## src/hdl/gbfb_pkg.sv

```systemverilog
// Package of the GNSS binary frame builder: constants, command codes and
// the queue entry passed from front to back. No dependencies.
`timescale 1ns / 1ps
`default_nettype none

package gbfb_pkg;

    localparam logic [7:0] SYNC_ONE        = 8'hB5;
    localparam logic [7:0] SYNC_TWO        = 8'h62;
    localparam int         MAX_PAYLOAD_DEF = 20;
    localparam int         QUEUE_DEPTH_DEF = 4;

    typedef enum logic
    {
        CMD_START = 1'b0,
        CMD_DATA  = 1'b1
    } cmd_t;

    // One unit of back-end work: a frame header or one payload byte,
    // with the running checksum attached when the frame closes on it.
    typedef struct packed
    {
        cmd_t       kind;
        logic [7:0] b0;     // class, or the payload byte
        logic [7:0] b1;     // id
        logic [7:0] b2;     // length low byte
        logic       last;   // checksum follows
        logic [7:0] ck_a;
        logic [7:0] ck_b;
    } entry_t;

endpackage

`default_nettype wire

```

## src/hdl/gbfb_in_if.sv

```systemverilog
// Input channel of the frame builder: valid/ready plus command fields.
// Stand-alone, no dependencies.
`timescale 1ns / 1ps
`default_nettype none

interface gbfb_in_if;
    logic       valid;
    logic       ready;
    logic       command;
    logic [7:0] msg_class;
    logic [7:0] msg_id;
    logic [7:0] payload_length;
    logic [7:0] data_byte;

    modport source (output valid, command, msg_class, msg_id, payload_length, data_byte,
                    input ready);
    modport sink   (input valid, command, msg_class, msg_id, payload_length, data_byte,
                    output ready);
endinterface

`default_nettype wire

```

## src/hdl/gbfb_out_if.sv

```systemverilog
// Output channel of the frame builder: valid/ready plus one frame byte.
// Stand-alone, no dependencies.
`timescale 1ns / 1ps
`default_nettype none

interface gbfb_out_if;
    logic       valid;
    logic       ready;
    logic [7:0] out_byte;
    logic       end_of_frame;

    modport source (output valid, out_byte, end_of_frame, input ready);
    modport sink   (input valid, out_byte, end_of_frame, output ready);
endinterface

`default_nettype wire

```

## src/hdl/gnss_binary_frame_builder_top.sv

```systemverilog
// GNSS binary frame builder, top level: front end, entry queue, back end.
// Depends on gbfb_pkg, gbfb_in_if, gbfb_out_if and the three sub-blocks.
//
// Usage: words on the item channel either open a frame (command 0, with
// class, id and payload length) or carry one payload byte (command 1).
// The stream channel gives the frame byte by byte: sync 0xB5 0x62, class,
// id, length low, length high (zero), the payload, then CK_A and CK_B,
// with end_of_frame set on CK_B. A zero-length start gives all 8 bytes.
// A start longer than MAX_PAYLOAD, or a payload word outside a frame, is
// taken and dropped. A new start abandons an unfinished frame without its checksum.
// An accepted word is written into the queue, and its first byte is then
// registered in the output stage. Throughput: the back end sends one byte per
// cycle while the stream is not stalled; a payload word gives one byte (three on
// the closing word), a start six (eight for an empty frame). The item channel
// takes a word every cycle while the QUEUE_DEPTH-entry queue has room, so header
// and checksum bursts stall it only once the queue fills.
// Reset clears the frame state, the queue and the output stage; nothing
// is sent until a start arrives. A stalled stream holds its byte steady
// and lets the queue fill, after which item.ready drops.
`timescale 1ns / 1ps
`default_nettype none

module gnss_binary_frame_builder_top
    import gbfb_pkg::*;
#(
    parameter int MAX_PAYLOAD = MAX_PAYLOAD_DEF,
    parameter int QUEUE_DEPTH = QUEUE_DEPTH_DEF
)
(
    input wire logic   clk,
    input wire logic   rst_n,
    gbfb_in_if.sink    item,
    gbfb_out_if.source stream
);

    // Front to queue
    logic   push;
    entry_t push_entry;
    logic   q_full;

    // Queue to back
    entry_t head;
    logic   q_empty;
    logic   pop;

    gbfb_front #(
        .MAX_PAYLOAD (MAX_PAYLOAD)
    ) u_front (
        .clk            (clk),
        .rst_n          (rst_n),
        .in_valid       (item.valid),
        .in_ready       (item.ready),
        .command        (item.command),
        .msg_class      (item.msg_class),
        .msg_id         (item.msg_id),
        .payload_length (item.payload_length),
        .data_byte      (item.data_byte),
        .q_full         (q_full),
        .push           (push),
        .push_entry     (push_entry)
    );

    gbfb_queue #(
        .DEPTH (QUEUE_DEPTH)
    ) u_queue (
        .clk        (clk),
        .rst_n      (rst_n),
        .push       (push),
        .push_entry (push_entry),
        .pop        (pop),
        .head       (head),
        .empty      (q_empty),
        .full       (q_full)
    );

    // Back end drives the registered output stage directly.
    gbfb_back u_back (
        .clk       (clk),
        .rst_n     (rst_n),
        .head      (head),
        .q_empty   (q_empty),
        .pop       (pop),
        .out_valid (stream.valid),
        .out_ready (stream.ready),
        .out_byte  (stream.out_byte),
        .out_eof   (stream.end_of_frame)
    );

endmodule

`default_nettype wire

```

## src/hdl/gbfb_front.sv

```systemverilog
// Front end: accepts words, tracks the frame and the Fletcher sums,
// pushes one entry per useful word. Depends on gbfb_pkg.
`timescale 1ns / 1ps
`default_nettype none

module gbfb_front
    import gbfb_pkg::*;
#(
    parameter int MAX_PAYLOAD = MAX_PAYLOAD_DEF
)
(
    input  wire logic   clk,
    input  wire logic   rst_n,
    input  wire logic   in_valid,
    output logic        in_ready,
    input  wire logic   command,
    input  wire logic [7:0] msg_class,
    input  wire logic [7:0] msg_id,
    input  wire logic [7:0] payload_length,
    input  wire logic [7:0] data_byte,
    input  wire logic   q_full,
    output logic        push,
    output entry_t      push_entry
);

    localparam int BL_W = $clog2(MAX_PAYLOAD + 1);

    logic [7:0]      sum_a_reg, sum_a_next;
    logic [7:0]      sum_b_reg, sum_b_next;
    logic [BL_W-1:0] bytes_left_reg, bytes_left_next;
    logic            in_frame_reg, in_frame_next;

    logic       accept;
    logic       len_ok;
    logic [7:0] a2, a3, b2, b3, b4;
    logic [7:0] da, db;
    logic       data_last;

    assign in_ready = !q_full;
    assign accept   = in_valid && in_ready;
    assign len_ok   = {1'b0, payload_length} <= 9'(MAX_PAYLOAD);

    // Header sums from zero over class, id, length low, length high (zero).
    assign a2 = msg_class + msg_id;
    assign b2 = msg_class + a2;
    assign a3 = a2 + payload_length;
    assign b3 = b2 + a3;
    assign b4 = b3 + a3;

    assign da        = sum_a_reg + data_byte;
    assign db        = sum_b_reg + da;
    assign data_last = bytes_left_reg == BL_W'(1);

    always_comb
    begin
        sum_a_next      = sum_a_reg;
        sum_b_next      = sum_b_reg;
        bytes_left_next = bytes_left_reg;
        in_frame_next   = in_frame_reg;
        push            = 1'b0;
        push_entry      = '{kind: CMD_START, b0: msg_class, b1: msg_id,
                            b2: payload_length, last: 1'b0, ck_a: a3, ck_b: b4};
        if (accept)
        begin
            unique case (cmd_t'(command))
                CMD_START:
                begin
                    if (len_ok)
                    begin
                        push            = 1'b1;
                        push_entry.last = payload_length == 8'd0;
                        sum_a_next      = a3;
                        sum_b_next      = b4;
                        bytes_left_next = payload_length[BL_W-1:0];
                        in_frame_next   = payload_length != 8'd0;
                    end
                end
                CMD_DATA:
                begin
                    if (in_frame_reg)
                    begin
                        push            = 1'b1;
                        push_entry      = '{kind: CMD_DATA, b0: data_byte, b1: 8'd0,
                                            b2: 8'd0, last: data_last, ck_a: da, ck_b: db};
                        sum_a_next      = da;
                        sum_b_next      = db;
                        bytes_left_next = bytes_left_reg - BL_W'(1);
                        in_frame_next   = !data_last;
                    end
                end
                default: ;
            endcase
        end
    end

    always_ff @(posedge clk or negedge rst_n)
    begin
        if (!rst_n)
        begin
            sum_a_reg      <= '0;
            sum_b_reg      <= '0;
            bytes_left_reg <= '0;
            in_frame_reg   <= 1'b0;
        end
        else
        begin
            sum_a_reg      <= sum_a_next;
            sum_b_reg      <= sum_b_next;
            bytes_left_reg <= bytes_left_next;
            in_frame_reg   <= in_frame_next;
        end
    end

endmodule

`default_nettype wire

```

## src/hdl/gbfb_queue.sv

```systemverilog
// Small register queue of entries between front and back end.
// Depends on gbfb_pkg. DEPTH is a power of two, at least 2.
`timescale 1ns / 1ps
`default_nettype none

module gbfb_queue
    import gbfb_pkg::*;
#(
    parameter int DEPTH = QUEUE_DEPTH_DEF
)
(
    input  wire logic   clk,
    input  wire logic   rst_n,
    input  wire logic   push,
    input  wire entry_t push_entry,
    input  wire logic   pop,
    output entry_t      head,
    output logic        empty,
    output logic        full
);

    localparam int PTR_W = $clog2(DEPTH);
    localparam int CNT_W = $clog2(DEPTH + 1);

    entry_t           slots [DEPTH];
    logic [PTR_W-1:0] wr_ptr_reg, wr_ptr_next;
    logic [PTR_W-1:0] rd_ptr_reg, rd_ptr_next;
    logic [CNT_W-1:0] count_reg, count_next;
    logic             do_push, do_pop;

    assign empty   = count_reg == '0;
    assign full    = count_reg == CNT_W'(DEPTH);
    assign do_push = push && !full;
    assign do_pop  = pop && !empty;
    assign head    = slots[rd_ptr_reg];

    always_comb
    begin
        wr_ptr_next = do_push ? wr_ptr_reg + PTR_W'(1) : wr_ptr_reg;
        rd_ptr_next = do_pop  ? rd_ptr_reg + PTR_W'(1) : rd_ptr_reg;
        count_next  = count_reg + CNT_W'(do_push) - CNT_W'(do_pop);
    end

    always_ff @(posedge clk)
    begin
        if (do_push)
        begin
            slots[wr_ptr_reg] <= push_entry;
        end
    end

    always_ff @(posedge clk or negedge rst_n)
    begin
        if (!rst_n)
        begin
            wr_ptr_reg <= '0;
            rd_ptr_reg <= '0;
            count_reg  <= '0;
        end
        else
        begin
            wr_ptr_reg <= wr_ptr_next;
            rd_ptr_reg <= rd_ptr_next;
            count_reg  <= count_next;
        end
    end

endmodule

`default_nettype wire

```

## src/hdl/gbfb_back.sv

```systemverilog
// Back end: expands queue entries into frame bytes, one per cycle while the
// output is not stalled, into a registered output stage. Depends on gbfb_pkg.
`timescale 1ns / 1ps
`default_nettype none

module gbfb_back
    import gbfb_pkg::*;
(
    input  wire logic   clk,
    input  wire logic   rst_n,
    input  wire entry_t head,
    input  wire logic   q_empty,
    output logic        pop,
    output logic        out_valid,
    input  wire logic   out_ready,
    output logic [7:0]  out_byte,
    output logic        out_eof
);

    logic [2:0] step_reg, step_next;
    logic       out_valid_reg;
    logic [7:0] out_byte_reg;
    logic       out_eof_reg;

    logic       out_free;
    logic       at_last;
    logic [2:0] last_step;
    logic [7:0] sel_byte;

    assign out_free = !out_valid_reg || out_ready;

    always_comb
    begin
        sel_byte  = 8'd0;
        last_step = 3'd0;
        unique case (head.kind)
            CMD_START:
            begin
                last_step = head.last ? 3'd7 : 3'd5;
                unique case (step_reg)
                    3'd0:    sel_byte = SYNC_ONE;
                    3'd1:    sel_byte = SYNC_TWO;
                    3'd2:    sel_byte = head.b0;
                    3'd3:    sel_byte = head.b1;
                    3'd4:    sel_byte = head.b2;
                    3'd5:    sel_byte = 8'd0;
                    3'd6:    sel_byte = head.ck_a;
                    default: sel_byte = head.ck_b;
                endcase
            end
            CMD_DATA:
            begin
                last_step = head.last ? 3'd2 : 3'd0;
                unique case (step_reg)
                    3'd0:    sel_byte = head.b0;
                    3'd1:    sel_byte = head.ck_a;
                    default: sel_byte = head.ck_b;
                endcase
            end
            default: ;
        endcase
    end

    assign at_last   = step_reg == last_step;
    assign pop       = out_free && !q_empty && at_last;
    assign step_next = at_last ? 3'd0 : step_reg + 3'd1;

    always_ff @(posedge clk or negedge rst_n)
    begin
        if (!rst_n)
        begin
            step_reg      <= 3'd0;
            out_valid_reg <= 1'b0;
        end
        else if (out_free)
        begin
            out_valid_reg <= !q_empty;
            if (!q_empty)
            begin
                step_reg <= step_next;
            end
        end
    end

    always_ff @(posedge clk)
    begin
        if (out_free && !q_empty)
        begin
            out_byte_reg <= sel_byte;
            out_eof_reg  <= head.last && at_last;
        end
    end

    assign out_valid = out_valid_reg;
    assign out_byte  = out_byte_reg;
    assign out_eof   = out_eof_reg;

endmodule

`default_nettype wire

```

## src/flat_wrapper.sv

```systemverilog
// flat-port wrapper written by rule: the top's interface ports become plain ports
module gnss_binary_frame_builder_top_flat import gbfb_pkg::*;
#(
    parameter int MAX_PAYLOAD = MAX_PAYLOAD_DEF,
    parameter int QUEUE_DEPTH = QUEUE_DEPTH_DEF
)
  (clk, rst_n, item_valid, item_command, item_msg_class, item_msg_id, item_payload_length, item_data_byte, item_ready, stream_valid, stream_out_byte, stream_end_of_frame, stream_ready);
  gbfb_in_if item_i ();
  gbfb_out_if stream_i ();
  input wire logic clk;
  input wire logic rst_n;
  input wire logic [$bits(item_i.valid)-1:0] item_valid;
  input wire logic [$bits(item_i.command)-1:0] item_command;
  input wire logic [$bits(item_i.msg_class)-1:0] item_msg_class;
  input wire logic [$bits(item_i.msg_id)-1:0] item_msg_id;
  input wire logic [$bits(item_i.payload_length)-1:0] item_payload_length;
  input wire logic [$bits(item_i.data_byte)-1:0] item_data_byte;
  output wire logic [$bits(item_i.ready)-1:0] item_ready;
  output wire logic [$bits(stream_i.valid)-1:0] stream_valid;
  output wire logic [$bits(stream_i.out_byte)-1:0] stream_out_byte;
  output wire logic [$bits(stream_i.end_of_frame)-1:0] stream_end_of_frame;
  input wire logic [$bits(stream_i.ready)-1:0] stream_ready;
  assign item_i.valid = item_valid;
  assign item_i.command = item_command;
  assign item_i.msg_class = item_msg_class;
  assign item_i.msg_id = item_msg_id;
  assign item_i.payload_length = item_payload_length;
  assign item_i.data_byte = item_data_byte;
  assign item_ready = item_i.ready;
  assign stream_valid = stream_i.valid;
  assign stream_out_byte = stream_i.out_byte;
  assign stream_end_of_frame = stream_i.end_of_frame;
  assign stream_i.ready = stream_ready;
  gnss_binary_frame_builder_top #(.MAX_PAYLOAD(MAX_PAYLOAD), .QUEUE_DEPTH(QUEUE_DEPTH)) u_core (.clk(clk), .rst_n(rst_n), .item(item_i), .stream(stream_i));
endmodule
```

## config.mk

```make
export PLATFORM = sky130hd
export DESIGN_NAME = gnss_binary_frame_builder_top_flat
export DESIGN_NICKNAME = d
export VERILOG_FILES = /design/src/hdl/gbfb_pkg.sv /design/src/hdl/gbfb_in_if.sv /design/src/hdl/gbfb_out_if.sv /design/src/hdl/gnss_binary_frame_builder_top.sv /design/src/hdl/gbfb_front.sv /design/src/hdl/gbfb_queue.sv /design/src/hdl/gbfb_back.sv /design/src/flat_wrapper.sv
export SDC_FILE = /design/constraint.sdc
export NUM_CORES = 1
export LEC_CHECK = 0
export ABC_AREA = 1
export BUFFER_PORTS_ARGS = -buffer_cell sky130_fd_sc_hd__buf_2
export CELL_PAD_IN_SITES_DETAIL_PLACEMENT = 0
export CELL_PAD_IN_SITES_GLOBAL_PLACEMENT = 2
export CORE_UTILIZATION = 30
export CTS_BUF_LIST = sky130_fd_sc_hd__clkbuf_4 sky130_fd_sc_hd__clkbuf_8 sky130_fd_sc_hd__clkbuf_16
export CTS_CLUSTER_SIZE = 20
export DETAILED_ROUTE_END_ITERATION = 8
export PLACE_DENSITY = 0.75
export REMOVE_ABC_BUFFERS = 1
export SLEW_MARGIN = 5
export SYNTH_ARGS = -nofsm -noshare
export SYNTH_HDL_FRONTEND = slang
export SYNTH_SLANG_ARGS = --single-unit
```

## constraint.sdc

```tcl
create_clock -name clk -period 4.12 [get_ports clk]
set_clock_uncertainty 0.05 [all_clocks]
set_input_delay 0.618 -clock clk [delete_from_list [all_inputs] [get_ports clk]]
set_output_delay 0.618 -clock clk [all_outputs]
set_load 0.05 [all_outputs]
```

==> run_results.csv, run 1 <==
group,metric,value,unit
clock_network,htreeDepth,1,
clock_network,cts-root-buf,"clkbuf_16",
routing,ant_nets,0,
placed_design,place_area,12300,um2
timing,slew_headroom,36.1,%
final_layout,nets,1345,
clock_network,cts_tree,"done",
floorplan,die_h,195,um
clock_network,insertion_delay,520,ps
timing,period_minus_slack,4000,ps
critical_path,cp.required,4320,ps
critical_path,cp-end-kind,"register",
power,power_density,795,nW/um2
grt,antenna_found_initial,0,
synth,avgSynthCellArea,9.71,um2
timing,finalCritPeriodShare,97.1,%
synth,synth-edff-count,177,
floorplan,die_w,195,um
routing,wirelength,30900,um
timing,hold_ws,199,ps
grt,track_usage,16.3,%
final_layout,stdcell_count,1730,
placed_design,hpwl,21300,um
routing,firstDrtPassIters,6,
grt,grt_max_degree,82,
placed_design,routabilityCongestion,0.895,
timing,slew_violations,0,
timing,tightestPinTransition,958,ps
final_layout,final_cell_area,13300,um2
synth,ys_types,49,
synth,ys_seq_area_share,55.1,%
synth,synth_area,11100,um2
floorplan,initial_core_util,30.4,%
timing,hold_viol,0,
final_layout,top_register,"u_core.u_queue.slots",
critical_path,critPathKind,"input pin to register",
clock_network,clock_path_buffers,3,
synth,synthCells,1147,
final_layout,antenna_cells,0,
final_layout,drive_gt1_share,16.6,%
clock_network,numCtsBuffers,24,
grt,grt_pass1_wl,46900,um
timing,fmax,250,MHz
final_layout,layout_commonest_cell,"nand2_1",
power,power.total,10.5,mW
final_layout,syn2layout_area_growth,19.0,%
synth,ys.flop_type,"edfxtp_1",
placed_design,portBuffers,47,
timing,setup_violations,0,
grt,grt-ovfl-total,0,
synth,synth_warnings,0,
power,vdd_ir_drop_max,0.323,mV
timing,fin_tns_setup,0,ps
grt,grt_pass1_vias,8005,
critical_path,worstSetupStartpointType,"input pin",
floorplan,design.die.area,37900,um2
routing,drc,0,
floorplan,fp.coreArea,36600,um2
routing,viasPerCell,4.75,
floorplan,num_io_pins,48,
clock_network,postCtsHoldBufs,0,
final_layout,largest_reg_flops,168,
floorplan,rows,70,
placed_design,dp.cells,1684,
run_status,status,"completed",
synth,ys_seq_elements,210,
routing,vias,8210,
power,leakage,5.51,nW
routing,drt-initial-drc-count,548,
critical_path,arrival,4200,ps
clock_network,clk_pin_slew,60,ps
worst_hold_path,hold_path_class,"input pin to asynchronous set/reset pin",
critical_path,cp_max_fo,4,
routing,avgRoutedWirePerCell,17.9,um
run,max_cap_viol_count,0,
clock_network,cts_num_sinks,210,
final_layout,most-common-layout-cells,"nand2_1, edfxtp_1, inv_1, o21ai_0, nor2_1",
synth,ys_async_sr_fraction,15.7,%
==> final timing paths <==
path / startpoint / to / cells after the start / slack [ps]
hold / removal: rst_n / u_core.u_front.bytes_left_reg[0] / 1 / 200
max in group asynchronous: rst_n / u_core.u_queue.rd_ptr_reg[0] / 1 / 3160
setup reg to reg: u_core.u_front.sum_a_reg[0] / u_core.u_queue.slots[3][7] / 16 / 720
setup / recovery: item_msg_id[2] / u_core.u_queue.slots[3][7] / 25 / 120
hold reg to reg: u_core.u_front.sum_b_reg[0] / u_core.u_front.sum_b_reg[0] / 2 / 440
min in group clk: stream_ready / u_core.u_back.out_valid / 2 / 240
==> cell usage after synthesis, drive strengths merged (4+ instances only) <==
cell type / number / area (um2)
o22ai: 20 / 125
xor2: 20 / 183
o211ai: 6 / 50.1
xnor2: 13 / 114
nand2: 268 / 1020
inv: 122 / 465
a21oi: 40 / 200
buf: 38 / 244
clkbuf: 6 / 23.8
a31oi: 8 / 50.1
dfrtp: 33 / 826
nand3: 82 / 415
nor3: 4 / 20.0
nand4: 7 / 50.1
ha: 50 / 626
o21ai: 113 / 569
fa: 12 / 240
nor2: 104 / 405
edfxtp: 177 / 5320
==> cell type report <==
cell class              instances  area (um2)
inverters                     122         465
fillers                      3715       23400
repair buffers                117         817
multi-input cells             771        4470
clock buffers                  28         631
flip-flops and latches        210        6140
well taps                     468         586
clock inverters                14         139
==> metrics by stage <==
step | utilization (%) | setup WS [ps]
6_report | 36.2 | 120
5_1_grt | 36.2 | -21.8
4_1_cts | 35.7 | 14.2
3_5_place_dp | 33.6 | -611
3_3_place_gp | 33.6 | -576
2_1_floorplan | - | -207
==> kinds of logic after synthesis <==
family	share of synthesized area [%]
flip-flops	55.1
XOR/XNOR	2.66
AO/OA/AOI/OAI	10.5
adder cells (fa/ha/maj)	7.77
buffers and inverters	6.58
AND/OR/NAND/NOR	17.4
==> power breakdown <==
part	internal (mW)	switching [mW]
combinational	1.83	3.43
clock	1.22	0.850
sequential	3.00	0.206
total	6.05	4.48
==> critical path, stage by stage <==
cell     delay (ps)
buf_2           120
ha_1            370
a21oi_1         190
nand2_2          90
xor2_2          170
ha_1            310
nand2_1          80
nand2_1          70
a31o_2          230
xor2_2          140
inv_1            70
fa_1            480
inv_1            40
ha_1            330
nand2_4         100
inv_2            30
nand2_2          50
nand2_2          50
nor2_2          120
inv_1            60
nand3_2          70
nand2_1          50
nand2_1          70
nand2_1          50
o21a_1          200
==> layer usage <==
layer | global-route usage (%) | vias to the layer above | share of wire, %
li1 | - | 4098 | -
met1 | 22.8 | 3923 | 48
met2 | 26.6 | 149 | 46
met3 | 1.79 | 40 | 3.5
met4 | 4.70 | 0 | 2.7
met5 | 0 | - | 0
==> what timing repair did <==
action	4_1_cts	5_1_grt
cloned	0	0
endpoints found under the hold margin	0	0
pin swaps	0	21
resized for setup	2	30
endpoints found under the setup margin	4	13
setup buffers	0	4
Note: power is estimated with default switching activity, not from simulation.
==> run 2, diff against run 1 <==
Settings changed: CORE_UTILIZATION 30 to 42, CTS_BUF_LIST sky130_fd_sc_hd__clkbuf_4 sky130_fd_sc_hd__clkbuf_8 sky130_fd_sc_hd__clkbuf_16 to sky130_fd_sc_hd__clkbuf_8, PLACE_DENSITY 0.75 to 0.95.
==> run 2 against run 1 <==
  * Register-to-register slack gained 70 ps
  * Cell count shrank 6.2%
  * Global-route usage grew 5.7 points
  * Largest power group unchanged
==> run_results.csv, run 2 (synthesis results as in run 1) <==
group,metric,value,unit
clock_network,cts-root-buf,"clkbuf_8",
final_layout,antenna_cells,0,
critical_path,arrival,4150,ps
routing,viasPerCell,5.19,
timing,tightestPinTransition,914,ps
timing,hold_viol,0,
routing,drc,0,
power,leakage,5.55,nW
floorplan,die_h,165,um
critical_path,path_common_cell,"nand2_1",
routing,drt-initial-drc-count,729,
power,vdd_ir_drop_max,0.568,mV
grt,grt_pass1_vias,8162,
routing,vias,8418,
final_layout,syn2layout_area_growth,17.2,%
placed_design,routabilityCongestion,0.825,
timing,fmax,254,MHz
critical_path,critical_path.startpoint,"item_msg_class[0]",
placed_design,portBuffers,47,
routing,avgRoutedWirePerCell,17.7,um
power,power_density,784,nW/um2
floorplan,num_io_pins,48,
worst_hold_path,hold_path_class,"input pin to asynchronous set/reset pin",
clock_network,htreeDepth,2,
final_layout,layout_commonest_cell,"nand2_1",
run,max_cap_viol_count,0,
critical_path,ff2ff_setup_slack,790,ps
routing,wirelength,28700,um
floorplan,rows,59,
critical_path,cp_num_buf_inv,5,
critical_path,cp.required,4330,ps
placed_design,hpwl,19600,um
grt,grt-ovfl-total,0,
critical_path,crit_family,"adder cells",
floorplan,die_w,165,um
critical_path,regToRegStartpoint,"u_core.u_front.sum_a_reg[0]",
critical_path,r2r_cells,16,
floorplan,fp.coreArea,26100,um2
timing,setup_violations,0,
timing,finalCritPeriodShare,95.5,%
clock_network,insertion_delay,550,ps
timing,period_minus_slack,3940,ps
grt,grt_max_degree,54,
clock_network,numCtsBuffers,38,
run_status,status,"completed",
timing,setup_ws,183,ps
critical_path,critPathKind,"input pin to register",
placed_design,post-place-ws,-671,ps
final_layout,most-common-layout-cells,"nand2_1, edfxtp_1, inv_1, o21ai_0, nor2_1",
clock_network,clk_pin_slew,70,ps
routing,firstDrtPassIters,5,
critical_path,worst_path_max_delay_cell,"fa_1",
routing,ant_nets,0,
critical_path,rr_endpoint,"u_core.u_queue.slots[1][7]",
timing,slew_violations,0,
critical_path,worstSetupStartpointType,"input pin",
floorplan,initial_core_util,42.7,%
timing,slew_headroom,38.8,%
grt,track_usage,22.0,%
final_layout,largest_reg_flops,168,
grt,antenna_found_initial,0,
final_layout,nets,1358,
clock_network,clock_path_buffers,3,
critical_path,cp_max_fo,5,
clock_network,cts_num_sinks,210,
critical_path,critPathMaxStageDelay,550,ps
timing,fin_tns_setup,0,ps
final_layout,drive_gt1_share,17.6,%
clock_network,cts_tree,"done",
grt,grt_pass1_wl,44800,um
final_layout,top_register,"u_core.u_queue.slots",
critical_path,cp-end-kind,"register",
floorplan,design.die.area,27200,um2
-- run 2: through the flow --
| step | instance area [um2] | instances | total power, mW | util (%) | hold WS, ps |
|---|---|---|---|---|---|
| after detailed placement | 12100 | 1553 | 8.17 | 46.4 | 423 |
| final | 13100 | 1623 | 10.2 | 50.1 | 120 |
| after floorplan | 10900 | 1103 | 6.56 | - | 272 |
| after global placement | 12100 | 1553 | 8.09 | 46.4 | 419 |
| after global routing | 13100 | 1623 | 11.0 | 50.1 | 178 |
| after CTS | 12900 | 1622 | 10.1 | 49.3 | 148 |
-- run 2: power by group --
| group | leakage (nW) | internal (mW) | total, mW | switching [mW] |
|---|---|---|---|---|
| registers | 2.02 | 3.00 | 3.20 | 0.198 |
| clock network | 0.430 | 1.05 | 1.92 | 0.862 |
| logic | 3.11 | 1.80 | 5.12 | 3.32 |
-- run 2: timing repair --
item | 4_1_cts | 5_1_grt
buffers inserted | 0 | 1
endpoints found under the setup margin | 4 | 13
resized for setup | 4 | 36
hold buffers | 0 | 0
pin swaps | 2 | 21
-- run 2: worst max-delay path by stage --
stage / end / cells after the start
after global routing: u_core.u_queue.slots[1][7] / 26
after global placement: u_core.u_queue.slots[0][7] / 24
after detailed placement: u_core.u_queue.slots[1][7] / 24
final: u_core.u_queue.slots[1][7] / 25
after floorplan: u_core.u_queue.slots[0][7] / 23
after CTS: u_core.u_queue.slots[1][7] / 24
-- run 2: per-layer routing --
metal	GRT usage (%)	vias up	share of wire (%)
li1	-	4119	-
met4	7.46	0	2.8
met5	0	-	0
met1	29.7	4027	44
met2	36.4	226	47
met3	3.06	46	5.8
-- run 2: final cells by class --
| type | count | area [um2] |
|---|---|---|
| Inverter | 122 | 465 |
| Fill cell | 2421 | 13000 |
| Timing Repair Buffer | 116 | 769 |
| Clock inverter | 28 | 184 |
| Sequential cell | 210 | 6140 |
| Tap cell | 335 | 419 |
| Multi-Input combinational cell | 771 | 4510 |
| Clock buffer | 41 | 564 |
-- run 2: worst register-to-register path, stage by stage (launching register included) --
cell and delay [ps]:
dfrtp_1 380, ha_1 240, fa_1 440, nand3_1 100, nand3_1 120, nand2_1 80
nand2_1 60, a21oi_1 150, xor2_1 310, ha_1 330, a21oi_1 130, o21ai_0 80
a21oi_1 200, inv_1 60, nand2_1 80, nand3_1 70, o21a_2 180
==> run 3, diff against run 2 <==
Settings changed: CORE_UTILIZATION 42 to 41, GPL_ROUTABILITY_DRIVEN set to 1, SYNTH_HIERARCHICAL set to 1.
==> run 3 against run 2 <==
  * Global-route usage shrank 2.2 points
  * Highest routed layer unchanged
  * Combinational power shrank 1%
  * Largest power group unchanged
  * Largest cell class unchanged
  * Clock-buffer cell count shrank 3
  * Non-clock buffer count shrank 9
  * Clock power shrank 5%
  * Die area grew 7.6%
  * Synthesized cell count grew 15%
==> run_results.csv, run 3 <==
group,metric,value,unit
run_status,status,"completed",
synth,avgSynthCellArea,8.90,um2
routing,drt-initial-drc-count,525,
final_layout,multi_input_area,4760,um2
clock_network,htreeDepth,2,
final_layout,antenna_cells,0,
final_layout,ff_latch_area,6140,um2
synth,synth_top_area_share,45.4,%
worst_hold_path,hold_path_class,"input pin to asynchronous set/reset pin",
synth,synth_area_leaders,"edfxtp_1, nand2_1, dfrtp_1",
clock_network,clk_pin_slew,60,ps
run,max_cap_viol_count,0,
timing,fmax,250,MHz
power,internal_power,5.71,mW
power,p_clk_share,18.1,%
critical_path,cp_max_fo,4,
routing,viasPerCell,4.82,
placed_design,portBuffers,47,
critical_path,arrival,4200,ps
grt,antenna_found_initial,0,
floorplan,die_w,171,um
critical_path,critPathKind,"input pin to register",
final_layout,top_register,"u_core/u_queue/slots",
routing,drc,0,
synth,ys_async_sr_fraction,15.7,%
clock_network,cts_num_sinks,210,
timing,slew_violations,0,
synth,ys_seq_elements,210,
final_layout,most-common-layout-cells,"nand2_1, inv_1, edfxtp_1, nor2_1, o21ai_0",
synth,ys_types,44,
timing,setup_ws,121,ps
floorplan,rows,61,
routing,vias,8759,
timing,setup_violations,0,
placed_design,post-place-ws,-669,ps
floorplan,die_h,171,um
placed_design,hpwl,19300,um
final_layout,layout_commonest_cell,"nand2_1",
final_layout,nets,1511,
grt,grt_pass1_wl,44000,um
timing,hold_ws,153,ps
final_layout,fillCellCount,2708,
routing,avgRoutedWirePerCell,15.5,um
power,switching_power,4.34,mW
timing,hold_viol,0,
power,pwr-share-comb,50.5,%
synth,synthCells,1316,
synth,synth_warnings,6,
synth,synthTopCellsByCount,"nand2_1, edfxtp_1, inv_1",
power,swShare,43.2,%
clock_network,cts_tree,"done",
final_layout,drive_gt1_share,15.6,%
synth,synth_area,11700,um2
synth,synth-edff-count,177,
critical_path,worstSetupStartpointType,"input pin",
grt,grt-ovfl-total,0,
routing,firstDrtPassIters,7,
grt,grt_max_degree,96,
floorplan,num_io_pins,48,
power,leakage,6.15,nW
floorplan,design.die.area,29200,um2
timing,tightestPinTransition,953,ps
synth,yosysTopAreaCell,"edfxtp_1",
final_layout,syn2layout_area_growth,15.0,%
timing,period_minus_slack,4000,ps
power,power_density,746,nW/um2
routing,wirelength,28200,um
critical_path,cp-end-kind,"register",
synth,ys_seq_area_share,52.4,%
routing,ant_nets,0,
clock_network,cts-root-buf,"clkbuf_8",
power,vdd_ir_drop_max,0.386,mV
critical_path,r2r_cells,16,
clock_network,numCtsBuffers,36,
placed_design,routabilityCongestion,0.809,
floorplan,initial_core_util,41.9,%
critical_path,cp.required,4320,ps
timing,finalCritPeriodShare,97.1,%
floorplan,fp.coreArea,27900,um2
timing,slew_headroom,36.5,%
final_layout,largest_reg_flops,168,
synth,ys.flop_type,"edfxtp_1",
synth,yosysMostFrequentCell,"nand2_1",
grt,grt_pass1_vias,8284,
clock_network,insertion_delay,530,ps
power,seqPwrFrac,31.4,%
clock_network,clock_path_buffers,3,
grt,track_usage,19.9,%
==> run 3: changes by cell type in the layout (fill, tap and decap cells not counted), moves of 14 or more <==
cell,change
o21ai_1,+23
nor2_1,+53
o22ai_1,-19
o21ai_2,+14
a21oi_1,-15
nand2_1,+86
inv_1,+61
nand3_1,-14
==> run 3: per-layer routing <==
metal | part of all wire [%] | global-route usage (%)
met1 | 46 | 26.8
met2 | 47 | 33.1
met3 | 4.6 | 2.75
met4 | 2.0 | 6.09
met5 | 0 | 0
==> run 3: area by class of cell <==
| class | count | area share, % |
|---|---|---|
| tap | 378 | 3.51 |
| timing repair buffer | 107 | 5.37 |
| sequential | 210 | 45.6 |
| clock inverter | 28 | 1.26 |
| inverter | 177 | 5.01 |
| clock buffer | 38 | 3.88 |
| multi-input combinational | 880 | 35.4 |
==> run 3: what timing repair did <==
action / CTS / global route
buffers inserted: 1 / 1
hold buffers: 0 / 0
endpoints found under the setup margin: 5 / 10
gates resized for setup: 2 / 19
hold endpoints to repair: 0 / 0
pin swaps: 1 / 6
==> run 3: worst max-delay path: stages <==
cell and delay (ps):
buf_2 110, ha_2 190, fa_2 410, buf_4 170, xor2_4 180, ha_4 230, a21oi_2 130, nand2_1 100
buf_4 150, xnor2_2 130, fa_1 480, inv_1 40, ha_1 330, nand2_1 80, nand2_1 70, nand2_1 70
nand2_1 70, nor2_2 100, inv_1 50, nand3_1 70, nand2_1 70, nand2_1 80, nand2_1 60, o21a_1 200
==> run 3: worst paths after layout <==
kind | start | endpoint | slack, ps
setup reg to reg | u_core/u_front/sum_a_reg[0] | u_core/u_queue/slots[0][7] | 800
hold reg to reg | u_core/u_front/sum_a_reg[0] | u_core/u_front/sum_a_reg[0] | 440
min in group clk | stream_ready | u_core/u_back/out_valid | 310
max in group asynchronous | rst_n | u_core/u_queue/rd_ptr_reg[0] | 3240
setup / recovery | item_msg_class[0] | u_core/u_queue/slots[0][7] | 120
hold / removal | rst_n | u_core/u_back/step_reg[2] | 150
==> run 3: logic make-up (layout without fill, tap and decap cells) <==
kind of cell	Yosys count	in the layout	share of synthesized area (%)
and+or+nand+nor	592	592	20.4
buffers and inverters	226	350	8.35
DFF	210	210	52.4
AOI/OAI and AO/OA	201	201	9.59
adders and majority gates	62	62	7.39
xor gates and xnor gates	25	25	1.87
==> run 3: stage by stage <==
stage / total power [mW] / util, % / area (um2) / setup TNS (ps) / std cells
final: 10.0 / 48.2 / 13500 / 0 / 1818
after floorplan: 6.62 / - / 11400 / -11690 / 1267
after detailed placement: 8.16 / 45.2 / 12600 / -8620 / 1750
after global placement: 8.09 / 45.2 / 12600 / -6940 / 1750
after CTS: 10.0 / 47.8 / 13300 / 0 / 1817
after global routing: 10.9 / 48.2 / 13500 / -227 / 1818
==> run 3: power groups by stage <==
stage                     sequential, mW  clock (mW)  combinational [mW]
after global placement              3.19           0                4.90
after global routing                3.21        1.96                5.75
final                               3.16        1.82                5.07
after CTS                           3.16        1.88                4.99
after floorplan                     3.43           0                3.19
after detailed placement            3.20           0                4.96
